<file path="src/design/rkvs_pkg.sv">
// Shared word types and operation codes for the recency-ordered key-value store.
package rkvs_pkg;

  localparam int KEY_W   = 32;
  localparam int VALUE_W = 32;
  localparam int COUNT_W = 5;

  localparam logic MODE_GET  = 1'b0;
  localparam logic MODE_PUSH = 1'b1;

  typedef struct packed {
    logic                      mode;
    logic signed [KEY_W-1:0]   key;
    logic signed [VALUE_W-1:0] value;
  } rkvs_in_t;

  typedef struct packed {
    logic                      found;
    logic signed [VALUE_W-1:0] read_value;
    logic                      has_recent;
    logic signed [KEY_W-1:0]   latest_key;
    logic [COUNT_W-1:0]        entry_count;
    logic                      overflow;
  } rkvs_out_t;

endpackage

</file>
<file path="src/design/rkvs_lookup.sv">
// Parallel key compare over the held slots with first-match position and value select.
module rkvs_lookup #(
  parameter int CAPACITY = 16,
  parameter int CW       = $clog2(CAPACITY + 1)
) (
  input  logic [CAPACITY-1:0][rkvs_pkg::KEY_W-1:0]   slot_keys,
  input  logic [CAPACITY-1:0][rkvs_pkg::VALUE_W-1:0] slot_values,
  input  logic [CW-1:0]                              count,
  input  logic [rkvs_pkg::KEY_W-1:0]                 key,
  output logic                                       found,
  output logic [CW-1:0]                              pos,
  output logic [rkvs_pkg::VALUE_W-1:0]               hit_value
);
  import rkvs_pkg::*;

  logic [CAPACITY-1:0] match;

  always_comb begin
    for (int i = 0; i < CAPACITY; i++) begin
      match[i] = (CW'(i) < count) && (slot_keys[i] == key);
    end
  end

  always_comb begin
    pos       = '0;
    hit_value = '0;
    for (int i = CAPACITY - 1; i >= 0; i--) begin
      if (match[i]) begin
        pos = CW'(i);
      end
    end
    for (int i = 0; i < CAPACITY; i++) begin
      hit_value = hit_value | (slot_values[i] & {VALUE_W{match[i]}});
    end
  end

  assign found = |match;

endmodule

</file>
<file path="src/design/recency_ordered_key_value_store_core.sv">
// Top level of the recency-ordered key-value store with its slot registers and handshakes.
// The input channel takes one word per operation: a get or a push with a key and a value.
// The result channel returns one word per operation, in order: whether the key was held,
// the value read on a get hit, the most recent key, the entry count and an overflow flag.
// Entries sit in a row of slot registers ordered by recency, slot 0 the most recent.
// An accepted word is held in an input register; once the output register is free, all
// slots are compared in parallel, the hit or new entry moves to slot 0 while the slots
// in front of it move back one place, and the result is captured in an output register.
// One word can be taken every cycle while the receiver does not stall, since each
// operation completes its slot update as its result is captured.
// A push of a new key into a full store changes nothing and reports overflow.
// When the receiver stalls, the result waits in the output register and the input
// register still holds one more word; after that in_ready drops until out_ready returns.
// Reset empties the store at once; slot contents are not cleared, since only slots below
// the entry count are ever compared or read.
module recency_ordered_key_value_store_core #(
  parameter int CAPACITY = 16
) (
  input  logic                rst_n,
  input  logic                clk,
  input  logic                in_valid,
  output logic                in_ready,
  input  rkvs_pkg::rkvs_in_t  in_data,
  output logic                out_valid,
  input  logic                out_ready,
  output rkvs_pkg::rkvs_out_t out_data
);
  import rkvs_pkg::*;

  localparam int CW = $clog2(CAPACITY + 1);

  logic [CAPACITY-1:0][KEY_W-1:0]   keys_r, keys_nxt;
  logic [CAPACITY-1:0][VALUE_W-1:0] vals_r, vals_nxt;
  logic [CW-1:0]                    cnt_r, cnt_nxt;
  logic                             s_vld_r;
  rkvs_in_t                         s_item_r;
  logic                             o_vld_r;
  rkvs_out_t                        o_data_r, o_data_nxt;

  logic                found;
  logic [CW-1:0]       hit_pos;
  logic [VALUE_W-1:0]  hit_value;
  logic                advance;
  logic                full;
  logic                insert;
  logic                do_move;
  logic [CW-1:0]       move_pos;
  logic [31:0]         cnt_wide;

  rkvs_lookup #(
    .CAPACITY (CAPACITY),
    .CW       (CW)
  ) u_lookup (
    .slot_keys   (keys_r),
    .slot_values (vals_r),
    .count       (cnt_r),
    .key         (s_item_r.key),
    .found       (found),
    .pos         (hit_pos),
    .hit_value   (hit_value)
  );

  assign advance  = s_vld_r && (!o_vld_r || out_ready);
  assign in_ready = !s_vld_r || advance;

  assign full     = (cnt_r == CW'(CAPACITY));
  assign insert   = (s_item_r.mode == MODE_PUSH) && !found && !full;
  assign do_move  = found || insert;
  assign move_pos = found ? hit_pos : cnt_r;
  assign cnt_nxt  = cnt_r + CW'(insert);
  assign cnt_wide = 32'(cnt_nxt);

  always_comb begin
    keys_nxt = keys_r;
    vals_nxt = vals_r;
    if (do_move) begin
      for (int i = 1; i < CAPACITY; i++) begin
        if (CW'(i) <= move_pos) begin
          keys_nxt[i] = keys_r[i-1];
          vals_nxt[i] = vals_r[i-1];
        end
      end
      keys_nxt[0] = s_item_r.key;
      vals_nxt[0] = (s_item_r.mode == MODE_PUSH) ? s_item_r.value : hit_value;
    end
  end

  always_comb begin
    o_data_nxt.found       = found;
    o_data_nxt.read_value  = (s_item_r.mode == MODE_GET && found) ? hit_value : '0;
    o_data_nxt.has_recent  = (cnt_nxt != '0);
    o_data_nxt.latest_key  = (cnt_nxt != '0) ? keys_nxt[0] : '0;
    o_data_nxt.entry_count = cnt_wide[COUNT_W-1:0];
    o_data_nxt.overflow    = (s_item_r.mode == MODE_PUSH) && !found && full;
  end

  always_ff @(posedge clk) begin
    if (!rst_n) begin
      s_vld_r <= 1'b0;
      o_vld_r <= 1'b0;
      cnt_r   <= '0;
    end else begin
      if (in_ready) begin
        s_vld_r <= in_valid;
      end
      if (advance) begin
        o_vld_r <= 1'b1;
        cnt_r   <= cnt_nxt;
      end else if (out_ready) begin
        o_vld_r <= 1'b0;
      end
    end
  end

  always_ff @(posedge clk) begin
    if (in_ready && in_valid) begin
      s_item_r <= in_data;
    end
    if (advance) begin
      keys_r   <= keys_nxt;
      vals_r   <= vals_nxt;
      o_data_r <= o_data_nxt;
    end
  end

  assign out_valid = o_vld_r;
  assign out_data  = o_data_r;

  // The entry count never passes the capacity.
  a_count_bound: assert property (@(posedge clk) disable iff (!rst_n)
    cnt_r <= CW'(CAPACITY))
    else $error("entry count exceeds capacity");

  // An insertion grows the store by exactly one entry.
  a_insert_grows: assert property (@(posedge clk) disable iff (!rst_n)
    advance && insert |=> cnt_r == $past(cnt_r) + CW'(1))
    else $error("insertion did not grow the store by one");

  // An overflow result never reports a hit and leaves the store full.
  a_overflow_full: assert property (@(posedge clk) disable iff (!rst_n)
    o_vld_r && o_data_r.overflow |-> !o_data_r.found && cnt_r == CW'(CAPACITY))
    else $error("overflow reported with a hit or a store that is not full");

  // A get never changes the entry count.
  a_get_keeps_count: assert property (@(posedge clk) disable iff (!rst_n)
    advance && s_item_r.mode == MODE_GET |=> cnt_r == $past(cnt_r))
    else $error("get changed the entry count");

endmodule
</file>
<file path="config.mk">
export PLATFORM = sky130hd
export DESIGN_NAME = recency_ordered_key_value_store_core
export DESIGN_NICKNAME = d
export VERILOG_FILES = /design/src/design/rkvs_pkg.sv /design/src/design/rkvs_lookup.sv /design/src/design/recency_ordered_key_value_store_core.sv
export SDC_FILE = /design/constraint.sdc
export NUM_CORES = 2
export LEC_CHECK = 0
export ABC_CLOCK_PERIOD_IN_PS = 21800
export BUFFER_PORTS_ARGS = -buffer_cell sky130_fd_sc_hd__buf_2
export CORE_MARGIN = 3
export CORE_UTILIZATION = 45
export DETAILED_ROUTE_END_ITERATION = 7
export MAX_ROUTING_LAYER = met4
export PLACE_DENSITY = 0.65
export REMOVE_ABC_BUFFERS = 1
export SYNTH_ARGS = -nofsm -noshare
export SYNTH_HDL_FRONTEND = slang
export SYNTH_SLANG_ARGS = --single-unit
</file>
<file path="constraint.sdc">
create_clock -name clk -period 21.8 [get_ports clk]
set_clock_uncertainty 0.1 [all_clocks]
set_input_delay 2.18 -clock clk [delete_from_list [all_inputs] [get_ports clk]]
set_output_delay 2.18 -clock clk [all_outputs]
set_load 0.01 [all_outputs]
</file>
==> summary.txt <==
Run status
  – Status: finished, final reports clean

Global routing
  – First-pass GRT wire length: 199 mm
  – Initial antenna violation count: 7
  – Largest net degree at the start of global routing: 111
  – Vias in the first global route: 28800
  – GRT Overall Usage: 0.259
  – GRT Residual Overflow: 0

Clocking
  – Clk sinks: 1168
  – Post-CTS resize count: 0
  – Hold buffer count at CTS: 0
  – CTS tree: done
  – Reg clk slew, reported paths: 70 ps
  – Htree depth: 3
  – Root buffer cell: clkbuf_16
  – Clock tree buffer depth: 3
  – Clk Latency, worst-skew pair: 700 ps
  – Inserted Clock Buffers: 114
  – Postcts setup bufs: 0

Synthesis
  – Ys Warns: 0
  – Synth Cell Area: 47500 µm²
  – Synthesized area per cell: 16.6 µm²
  – Register bit total from synthesis: 1168
  – Synth unique cells: 76
  – Post-synth ARST share: 0
  – Sequential area share after synthesis: 0.737
  – Post-Synthesis Cells: 2865
  – Post-synth EDFFs: 1161
  – Top_reg_cell synth: edfxtp_1

Critical path
  – Crit. Startpoint: s_item_r[52]$_DFFE_PP_
  – Crit path to: vals_r[433]$_DFFE_PP_
  – Crit end category: register
  – Arr. time, crit path: 6330 ps
  – CP Cell Sequence: buf_4, xor2_1, nor4_1, nand4_1, nor3_1, a2111oi_2, nand4b_1, a21oi_4, buf_4, nor2_4, buf_4, nand2_1, o2bb2ai_4, buf_4
  – CP delay by family, top: simple AND/OR/NAND/NOR gates
  – CP required: 22020 ps
  – WP depth: 14
  – CP bufs+invs: 4
  – CP peak stage delay: 880 ps
  – CP most frequent cell: buf_4
  – Worst-path maximum fanout: 38
  – Worst flop-to-flop path startpoint: s_item_r[52]$_DFFE_PP_
  – Reg2Reg Setup Slack: 15700 ps
  – Crit path kind: register to register
  – FF-to-FF path depth: 14
  – Crit start category: register
  – Critical Path Slowest Stage Cell: nor3_1
  – RR Endpoint: vals_r[433]$_DFFE_PP_

Power and ir drop
  – PwrDens: 85.7 nW/µm²
  – Lkg Pwr: 17.1 nW
  – Peak VDD IR: 0.0745 mV
  – Total Power: 4.57 mW

Cells and area
  – Commonest cells after routing, fill and taps aside: edfxtp_1, xor2_1, xnor2_1, buf_2, nor4_1
  – Final net count: 3124
  – Layout area overhead: 12.3%
  – Share of layout cells above drive strength 1: 0.152
  – Multi-input logic area: 11700 µm²
  – Leading cell type in the layout, fill and taps excluded: edfxtp_1
  – Area taken by flip-flops and latches: 35000 µm²
  – Fill cell count: 8471
  – Non-filler cells, final: 4530

STA
  – Worst Hold Margin: 347 ps
  – Tcrit/Tclk final: 0.280
  – Slew HR: 0.172
  – Pins over their slew limit: 0
  – Tightest Pin Transition: 1240 ps
  – Unrepaired setup endpoints after global routing: no
  – Fin. Hold Viols: 0
  – Highest Clock Rate: 164 MHz
  – Crit path time final: 6100 ps
  – # setup viols final: 0
  – Setup_tns: 0 ps

Routing
  – Iter 0 DRT Violations: 3423
  – First-pass DRT Iterations: 8
  – Routed vias: 28000
  – Via/cell ratio: 6.18
  – Drt total wl: 139 mm
  – Drt wl/cell: 30.7 µm
  – Routed Antenna Nets: 0
  – Remaining DRCs: 0

Placed design
  – Gp weighted congestion: 1.00
  – Detailed placement HPWL: 89.1 mm
  – Placed Instances: 4317
  – PortBufs: 142

Die
  – IO Count: 143
  – # rows: 118
  – Core Area: 104000 µm²
  – Initial cell density of the core: 0.456
  – Die area: 109000 µm²
  – Die Width: 331 µm
  – Die Height: 331 µm

Worst hold path
  – Hold Path Class: register to register
  – Hold depth: 0
  – Hold path start: vals_r[339]$_DFFE_PP_

Flow run
  – Max Cap Viol: 0
[registers in the layout, indices dropped and copies added (netlist names)]
| name | flops |
|---|---|
| cnt_r | 5 |
| keys_r | 512 |
| out_data | 72 |
| out_valid | 1 |
| s_item_r | 65 |
| s_vld_r | 1 |
| vals_r | 512 |
[worst register-to-register path, stage by stage (launching register included)]
cell and delay [ps]:
edfxtp_1 340, buf_4 360, xor2_1 200, nor4_1 450, nand4_1 140, nor3_1 880
a2111oi_2 130, nand4b_1 260, a21oi_4 40, buf_4 320, nor2_4 140, buf_4 570
nand2_1 210, o2bb2ai_4 830, buf_4 720
[power by group]
part | switching [mW] | internal (mW)
clock | 0.856 | 1.06
combinational | 0.124 | 0.0575
sequential | 0.0114 | 2.46
[cells by family after synthesis]
logic type      share of synthesized area
flops                               0.737
mux                                0.0127
buf+inv                            0.0207
fa+ha+maj                        0.000527
simple gates                       0.0814
xor+xnor                           0.0961
compound gates                     0.0511
[Yosys cell counts, drive strengths merged, types with 5 or more instances]
master / n / area, µm²
nand2: 72 / 270
and4: 7 / 61.3
or4: 13 / 101
and3: 9 / 56.3
a22o: 32 / 280
xnor2: 178 / 1560
o21ai: 10 / 50.1
nand4: 127 / 795
a221oi: 40 / 350
nand3: 55 / 275
mux2: 49 / 601
a222oi: 30 / 300
dfxtp: 7 / 140
edfxtp: 1161 / 34900
nor3: 25 / 140
a2111oi: 5 / 57.6
nor4b: 14 / 123
buf: 105 / 781
a22oi: 126 / 946
nor2b: 10 / 62.6
a21oi: 34 / 174
inv: 18 / 67.6
clkbuf: 36 / 135
xor2: 343 / 3000
and2: 56 / 353
or3: 5 / 36.3
nor4: 148 / 996
nor2: 83 / 322
nand4b: 12 / 105
[through the flow]
| stage | util | worst slack [ps] | instance area, µm² |
|---|---|---|---|
| finish | 0.512 | 15700 | 53300 |
| global route | 0.512 | 15430 | 53300 |
| CTS | 0.512 | 15690 | 53300 |
| detailed placement | 0.478 | 15210 | 49700 |
| global placement | 0.478 | 15250 | 49700 |
| floorplan | - | 10710 | 46600 |
[per-layer routing]
metal | global-route usage | part of all wire | vias up | wire length (µm)
met1 | 0.335 | 0.39 | 14100 | 54300
li1 | - | - | 11700 | -
met3 | 0.0532 | 0.098 | 350 | 13600
met5 | - | 0 | - | 0
met2 | 0.402 | 0.47 | 1855 | 65500
met4 | 0.105 | 0.041 | 0 | 5640
[cell type report]
cell class,count,area share
repair buffers,213,0.0233
diodes,5,0.000235
inverters,18,0.00136
well taps,1380,0.0324
clock inverters,66,0.0105
clock buffers,142,0.0566
multi-input cells,1538,0.219
flip-flops and latches,1168,0.656
[how the worst min path moves through the flow]
stage                                 end  slack, ps
floorplan           vals_r[102]$_DFFE_PP_        330
finish              vals_r[371]$_DFFE_PP_        350
global route        keys_r[492]$_DFFE_PP_        350
detailed placement  vals_r[274]$_DFFE_PP_        330
CTS                 vals_r[371]$_DFFE_PP_        330
global placement    vals_r[425]$_DFFE_PP_        330
No activity file was read; power rests on OpenSTA's default activity.
